==> src/hw/rtl/hdt_pkg.sv <==
// Package for the hex/decimal text to u32 parser.
// Phase codes, character constants and the digit decoder.
// No dependencies.
package hdt_pkg;

  localparam int unsigned ChW    = 8;
  localparam int unsigned ValueW = 32;
  localparam int unsigned PhaseW = 3;

  localparam logic [PhaseW-1:0] PhLead   = 3'd0;
  localparam logic [PhaseW-1:0] PhZero   = 3'd1;
  localparam logic [PhaseW-1:0] PhPrefix = 3'd2;
  localparam logic [PhaseW-1:0] PhDigits = 3'd3;
  localparam logic [PhaseW-1:0] PhDone   = 3'd4;
  localparam logic [PhaseW-1:0] PhError  = 3'd5;

  localparam logic [ChW-1:0] ChNul   = 8'h00;
  localparam logic [ChW-1:0] ChTab   = 8'h09;
  localparam logic [ChW-1:0] ChSpace = 8'h20;
  localparam logic [ChW-1:0] ChHash  = 8'h23;
  localparam logic [ChW-1:0] Ch0     = 8'h30;
  localparam logic [ChW-1:0] Ch9     = 8'h39;
  localparam logic [ChW-1:0] ChUpA   = 8'h41;
  localparam logic [ChW-1:0] ChUpF   = 8'h46;
  localparam logic [ChW-1:0] ChUpX   = 8'h58;
  localparam logic [ChW-1:0] ChLoA   = 8'h61;
  localparam logic [ChW-1:0] ChLoF   = 8'h66;
  localparam logic [ChW-1:0] ChLoX   = 8'h78;

  typedef struct packed {
    logic       ok;
    logic [3:0] val;
  } digit_t;

  function automatic logic is_blank(input logic [ChW-1:0] c);
    return (c == ChSpace) || (c == ChTab);
  endfunction

  function automatic digit_t decode_digit(input logic [ChW-1:0] c, input logic hex);
    digit_t d;
    logic [ChW-1:0] diff;
    d.ok  = 1'b0;
    d.val = 4'd0;
    if (c >= Ch0 && c <= Ch9) begin
      diff  = c - Ch0;
      d.ok  = 1'b1;
      d.val = diff[3:0];
    end else if (hex && c >= ChLoA && c <= ChLoF) begin
      diff  = c - ChLoA;
      d.ok  = 1'b1;
      d.val = 4'd10 + diff[3:0];
    end else if (hex && c >= ChUpA && c <= ChUpF) begin
      diff  = c - ChUpA;
      d.ok  = 1'b1;
      d.val = 4'd10 + diff[3:0];
    end
    return d;
  endfunction

endpackage

==> src/hw/rtl/hex_decimal_text_to_u32.sv <==
// Streaming text to 32-bit number parser, top level.
// Depends on hdt_pkg.
//
// Usage:
//   s_axis carries one character per transaction in tdata[7:0]. A zero byte
//   terminates the string; it is the only character that produces a result.
//   m_axis carries the result: tdata[31:0] = value, tuser[0] = status
//   (0 ok, 1 malformed or empty; value is zero when status is 1).
//   Leading spaces/tabs are skipped, '#' or 0x/0X selects hex, otherwise
//   decimal. Digits accumulate modulo 2^32; a blank after the number ends
//   it and later characters up to the terminator are ignored.
// Timing:
//   The per-character update (one x10 or x16 plus digit add) completes in
//   the cycle the character is accepted; the result appears on m_axis in
//   the cycle after the terminator is accepted. Throughput is one character
//   per cycle while m_axis is not stalled, including back-to-back strings.
// Reset and stall:
//   rst_ni clears the parser to the leading-blank phase and drops m_axis
//   tvalid. While a result waits on m_axis with m_axis_tready low, no
//   character is taken: s_axis_tready = !m_axis_tvalid || m_axis_tready.
module hex_decimal_text_to_u32 (
  input  logic        clk_i,
  input  logic        rst_ni,
  input  logic        s_axis_tvalid,
  output logic        s_axis_tready,
  input  logic [7:0]  s_axis_tdata,   // [7:0] ch
  output logic        m_axis_tvalid,
  input  logic        m_axis_tready,
  output logic [31:0] m_axis_tdata,   // [31:0] value
  output logic [0:0]  m_axis_tuser    // [0] status
);

  logic [hdt_pkg::PhaseW-1:0] phase_q, phase_d;
  logic                       hex_q, hex_d;
  logic [hdt_pkg::ValueW-1:0] acc_q, acc_d;
  logic                       ovalid_q;
  logic [hdt_pkg::ValueW-1:0] value_q, value_d;
  logic                       status_q, status_d;

  logic                       in_acc;
  logic                       is_term;
  logic                       blank;
  hdt_pkg::digit_t            dig;
  logic [hdt_pkg::ValueW-1:0] acc_next;
  logic [hdt_pkg::ChW-1:0]    ch;

  assign ch            = s_axis_tdata;
  assign s_axis_tready = !ovalid_q || m_axis_tready;
  assign in_acc        = s_axis_tvalid && s_axis_tready;
  assign is_term       = (ch == hdt_pkg::ChNul);
  assign blank         = hdt_pkg::is_blank(ch);
  assign dig           = hdt_pkg::decode_digit(ch, hex_q);

  // x16 is a shift; x10 is x8 + x2
  always_comb begin
    if (hex_q) begin
      acc_next = {acc_q[hdt_pkg::ValueW-5:0], dig.val};
    end else begin
      acc_next = (acc_q << 3) + (acc_q << 1)
               + {{(hdt_pkg::ValueW-4){1'b0}}, dig.val};
    end
  end

  always_comb begin
    phase_d  = phase_q;
    hex_d    = hex_q;
    acc_d    = acc_q;
    status_d = 1'b0;
    value_d  = acc_q;
    if (is_term) begin
      status_d = !((phase_q == hdt_pkg::PhZero) || (phase_q == hdt_pkg::PhDigits) ||
                   (phase_q == hdt_pkg::PhDone));
      value_d  = status_d ? '0 : acc_q;
      phase_d  = hdt_pkg::PhLead;
      hex_d    = 1'b0;
      acc_d    = '0;
    end else begin
      case (phase_q)
        hdt_pkg::PhLead: begin
          if (blank) begin
            phase_d = hdt_pkg::PhLead;
          end else if (ch == hdt_pkg::ChHash) begin
            hex_d   = 1'b1;
            phase_d = hdt_pkg::PhPrefix;
          end else if (ch == hdt_pkg::Ch0) begin
            acc_d   = '0;
            phase_d = hdt_pkg::PhZero;
          end else if (dig.ok) begin
            acc_d   = acc_next;
            phase_d = hdt_pkg::PhDigits;
          end else begin
            phase_d = hdt_pkg::PhError;
          end
        end
        hdt_pkg::PhZero: begin
          if (ch == hdt_pkg::ChLoX || ch == hdt_pkg::ChUpX) begin
            hex_d   = 1'b1;
            phase_d = hdt_pkg::PhPrefix;
          end else if (blank) begin
            phase_d = hdt_pkg::PhDone;
          end else if (dig.ok) begin
            acc_d   = acc_next;
            phase_d = hdt_pkg::PhDigits;
          end else begin
            phase_d = hdt_pkg::PhError;
          end
        end
        hdt_pkg::PhPrefix, hdt_pkg::PhDigits: begin
          if (blank) begin
            phase_d = hdt_pkg::PhDone;
          end else if (dig.ok) begin
            acc_d   = acc_next;
            phase_d = hdt_pkg::PhDigits;
          end else begin
            phase_d = hdt_pkg::PhError;
          end
        end
        hdt_pkg::PhDone: begin
          phase_d = hdt_pkg::PhDone;
        end
        default: begin
          phase_d = hdt_pkg::PhError;
        end
      endcase
    end
  end

  always_ff @(posedge clk_i or negedge rst_ni) begin
    if (!rst_ni) begin
      phase_q  <= hdt_pkg::PhLead;
      hex_q    <= 1'b0;
      acc_q    <= '0;
      ovalid_q <= 1'b0;
    end else begin
      if (in_acc) begin
        phase_q <= phase_d;
        hex_q   <= hex_d;
        acc_q   <= acc_d;
      end
      if (in_acc && is_term) begin
        ovalid_q <= 1'b1;
      end else if (m_axis_tready) begin
        ovalid_q <= 1'b0;
      end
    end
  end

  always_ff @(posedge clk_i) begin
    if (in_acc && is_term) begin
      value_q  <= value_d;
      status_q <= status_d;
    end
  end

  assign m_axis_tvalid = ovalid_q;
  assign m_axis_tdata  = value_q;
  assign m_axis_tuser  = status_q;

endmodule

==> config.mk <==
export PLATFORM = sky130hd
export DESIGN_NAME = hex_decimal_text_to_u32
export DESIGN_NICKNAME = d
export VERILOG_FILES = /design/src/hw/rtl/hdt_pkg.sv /design/src/hw/rtl/hex_decimal_text_to_u32.sv
export SDC_FILE = /design/constraint.sdc
export NUM_CORES = 1
export LEC_CHECK = 0
export BUFFER_PORTS_ARGS = -buffer_cell sky130_fd_sc_hd__buf_2
export CAP_MARGIN = 20
export CORE_ASPECT_RATIO = 0.5
export CORE_MARGIN = 5
export CORE_UTILIZATION = 35
export CTS_BUF_LIST = sky130_fd_sc_hd__clkbuf_8
export DETAILED_ROUTE_END_ITERATION = 12
export GPL_ROUTABILITY_DRIVEN = 0
export HOLD_SLACK_MARGIN = 0.06
export PLACE_DENSITY_LB_ADDON = 0.3
export SLEW_MARGIN = 20
export SYNTH_ARGS = -nofsm -noshare
export SYNTH_HDL_FRONTEND = slang
export SYNTH_SLANG_ARGS = --single-unit
export TNS_END_PERCENT = 10
==> constraint.sdc <==
create_clock -name clk_i -period 6.7 [get_ports clk_i]
set_clock_uncertainty 0.1 [all_clocks]
set_input_delay 1.34 -clock clk_i [delete_from_list [all_inputs] [get_ports clk_i]]
set_output_delay 1.34 -clock clk_i [all_outputs]
set_load 0.05 [all_outputs]
# Word-level counts from Yosys, hierarchy flattened
# Cells that the tools add are included.
# totals
regBits	70
latchBits	0
ramBits	0
mem_bits_ro	0
inputBits	12
output_inout_bits	35
elab_cells	85
n_memories	0
# classes
addsub	7
mul	0
div	0
n_lt_le_gt_ge	6
n_eq_ne	15
shift	0
mux	29
bitwise_logic	0
n_reduce_logical	22
# op_table
cell	n
32-bit two-way mux	10
32-bit one-hot mux with 3 select lines	1
32-bit adder	1
32-bit by 4-bit adder with 32-bit output	1
8-bit by 6-bit equality test with 1-bit output, second input constant	3
3-bit two-way mux	7
8-bit by 7-bit equality test with 1-bit output, second input constant	2
8-bit by 7-bit >= comparator with 1-bit output, second input constant	2
8-bit by 7-bit less-or-equal comparator with 1-bit output, second input constant	2
5-bit two-way mux	3
3-bit != test, second input constant	4
3-bit one-hot mux with 4 select lines	1
4-bit by 1-bit subtractor with 4-bit output, second input constant	3
5-bit AND reduction	2
4-bit adder, first input constant	2
8-bit by 4-bit equality test with 1-bit output, second input constant	1
8-bit by 6-bit >= comparator with 1-bit output, second input constant	1
8-bit by 6-bit less-or-equal comparator with 1-bit output, second input constant	1
8-bit zero test	1
1-bit logical AND	7
3-bit by 2-bit equality test with 1-bit output, second input constant	2
1-bit two-way mux	6
1-bit logical OR	5
4-bit nonzero test	1
9 further kinds	10

# Longest topological paths before layout
# logic_depth
depth_word	14
mapped_depth	19
mapped_depth_nobuf	19

# Worst setup path after synthesis
# No wires, ideal clock.
# synth_path
path_kind	input port to flip-flop
from	in s_axis_tdata[1]
to	reg acc_q[24] in the netlist's numbering
setup_time_ns	0.087
arrival_ns	4.657
required_time_ns	6.513
path_slack_ns	1.856
cell_stages	18
path_buffers	0
cell_sequence	inv_1 ha_1 o21bai_1 a2111oi_4 nor2b_1 nor2_1 nor2_1 fa_1 inv_1 fa_1 nand2b_1 a21oi_1 o21ai_1 o221a_2 o21ai_1 xor2_1 mux2i_1 a211oi_2
# synth_between
elab_chain_len	14
elab_cells_between_ends	43
cone_classes	6 x add/sub; 6 x order compare; 9 x eq/ne; 12 x mux; 10 x reduce/logical
# synth_rtl
element	line	source
start, declared	hex_decimal_text_to_u32.sv:26	input logic [7:0] s_axis_tdata,
branches (longest 14 deep; another with 32-bit by 4-bit adder with 32-bit output)	n/a	
end signal, assigned	hex_decimal_text_to_u32.sv:132	acc_q <= '0;
end signal, assigned	hex_decimal_text_to_u32.sv:138	acc_q <= acc_d;
end, declared	hex_decimal_text_to_u32.sv:35	logic [hdt_pkg::ValueW-1:0] acc_q, acc_d;
# Several ways; the timed one is not identified. The select of a mux whose other input is x is not followed.
# A chain may end at the register's enable or synchronous reset.

# Worst setup path in the final report
# layout_path
from	in s_axis_tdata[0]
to	reg acc_q[30] in the netlist's numbering
# The elaborated chain is that of the path after synthesis.

==> results.tsv <==
metric	value	unit
syn_nets	608	
drv_cap	0	
cts_root_buf	clkbuf_8	
rsz0062_at_grt	no	
cts_setup_buffers	0	
num_vias	4067	
holdPathStages	2	
clockBufferDepth	2	
fin_ws	1.646	ns
ant_nets	0	
ys.flop_type	dfrtp_1	
crit_type	input pin to register	
reg2reg_from	hex_q	
cp-start-kind	input pin	
fmax	197.9	MHz
start_util	35.58	%
ys_seq_elements	70	
cts.sinks	70	
final_core_util	40.13	%
tightestPinTransition	1.082	ns
endpoint_kind	register	
worst_hold_slack	0.4358	ns
r2r_setup_slack	2.95	ns
cts_buffers	9	
fin_crit_sh	75.43	%
stdcell_area	0.005774	mm²
placed_area	0.005553	mm²
hold_viol_final	0	
fin_tns_setup	0	ns
drc	0	
final_common_cell	ha_1	
grt_pass1_wl	20310	µm
first_pass_iters	4	
slew_headroom	27.70	%
port_buffers	46	
drv_slew	0	
async_reset_ff_share	52.86	%
fin_crit	5.054	ns
grt_overflow	0	
fin_nets	648	
critical_path_arrival	5.15	ns
htreeDepth	3	
routed_wirelength	12190	µm
cts_hold_buf	0	
dieWidth	181.0	µm
hold_path.startpoint	acc_q[29]	
required	6.79	ns
min_path_type	register to register	
clk_pin_slew_worst_paths	0.08	ns
final_cell_mix	ha_1, a21oi_1, buf_2, nor2_1	
p_leak	2.553	nW
dpl.hpwl	8793	µm
pre_cts_slack	1.248	ns
antenna_found_initial	0	
grt_pass1_vias	4047	
status	finished clean	
cts_tree	built	
grt_max_degree	54	
p_per_area	157.1	mW/mm²
reg2reg_depth	14	
cts_resized	0	
rr_endpoint	acc_q[30]	
yosysUniqueCellTypes	58	
synth_edf_count	33	
critPathMaxFanout	6	
setup-violations-final	0	
synth.avg_cell_area	9.606	µm²
synthCells	533	
diodes	0	
synthesis.area	0.005120	mm²
drt_iter0_markers	241	
area_growth	12.78	%
irDropWorstVdd	75.47	µV
boundaryPins	47	
yosysWarnings	0	
dieArea	0.01729	mm²
coreArea	0.01439	mm²
fp.dieH	95.53	µm
viasPerCell	5.241	
wl_per_cell	15.71	µm
num_rows	31	
ys_seq_area_share	37.44	%
clock_latency	0.36	ns
drive_gt1_share	14.36	%
min_to	acc_q[29]	
grt.total_usage	14.53	%
## flip-flops by register name, indices dropped and copies added, names as in the netlist
signal and cells:
m_axis_tdata 32, m_axis_tvalid 1, hex_q 1, m_axis_tuser 1
acc_q 32, phase_q 3
## worst max-delay path: stages
cell	delay (ns)
buf_2	0.13
inv_1	0.07
ha_1	0.21
o21bai_1	0.13
a2111oi_4	0.50
nor2b_1	0.09
nor2_1	0.11
nor2_1	0.07
fa_1	0.52
inv_1	0.06
fa_1	0.45
nand2b_1	0.18
a21oi_1	0.18
o21ai_1	0.18
o22ai_1	0.17
a22oi_1	0.16
o21ai_1	0.25
mux2i_1	0.23
a211oi_1	0.09
## stage by stage
| step | instances | power, mW |
|---|---|---|
| floorplan | 533 | 0.5074 |
| global placement | 760 | 0.5285 |
| detailed placement | 760 | 0.5298 |
| CTS | 776 | 0.9172 |
| global route | 776 | 0.9434 |
| finish | 776 | 0.9074 |
## power by group
group          switching [mW]  internal [mW]  total (mW)
clock network           0.176          0.211       0.387
registers             0.00714          0.452       0.459
logic                  0.0374         0.0234      0.0608
## cells by family after synthesis
kind of cell / count (synthesis) / synth area share, %
AOI/OAI and AO/OA: 162 / 20.67
xor gates and xnor gates: 26 / 4.448
adders and majority gates: 63 / 15.69
buffers and inverters: 31 / 2.664
DFF: 70 / 37.44
muxes: 11 / 2.224
and+or+nand+nor: 170 / 16.86
## final cells by class
class	count	area (µm²)
Fill cell	1423	8616
Multi-Input combinational cell	432	3087
Sequential cell	70	1917
Timing Repair Buffer	51	267.8
Tap cell	198	247.7
Clock buffer	9	123.9
Clock inverter	7	97.59
Inverter	9	33.78
## how the worst max path moves through the flow
stage	start	end	slack [ns]	cells past startpoint
6_report	s_axis_tdata[0]	acc_q[30]	1.65	19
4_1_cts	s_axis_tdata[1]	acc_q[24]	1.62	19
3_3_place_gp	s_axis_tdata[0]	acc_q[25]	1.38	17
2_1_floorplan	s_axis_tdata[1]	acc_q[24]	1.86	18
3_5_place_dp	s_axis_tdata[1]	acc_q[30]	1.25	19
5_1_grt	s_axis_tdata[0]	acc_q[30]	1.21	18
## synthesized netlist by cell type, types with 7 or more instances
master | number | share of area, %
ha_1 | 61 | 15
a21oi_1 | 46 | 4.5
nor2_1 | 44 | 3.2
nand2_1 | 41 | 3.0
nor2b_1 | 41 | 5.0
dfrtp_1 | 37 | 18
edfxtp_1 | 33 | 19
o21ai_0 | 27 | 2.6
o21ai_1 | 18 | 1.8
xnor2_1 | 13 | 2.2
xor2_1 | 13 | 2.2
clkbuf_1 | 12 | 0.88
a211oi_1 | 9 | 1.3
a21o_1 | 9 | 1.3
inv_1 | 9 | 0.66
a22o_1 | 8 | 1.4
mux2i_1 | 8 | 1.6
a32oi_1 | 7 | 1.2
buf_2 | 7 | 0.68
nand2b_1 | 7 | 0.86
nand4_1 | 7 | 0.86
o211ai_1 | 7 | 1.0
## per-layer routing
layer  up-vias  global-route usage (%)  wire length, µm
li1       2056                       -                -
met1      1922                   19.47             6051
met2        77                   24.56             5493
met3        12                   3.049              532
met4         0                   3.184              113
met5         -                       0                0
Note: power is estimated with default switching activity, not from simulation.
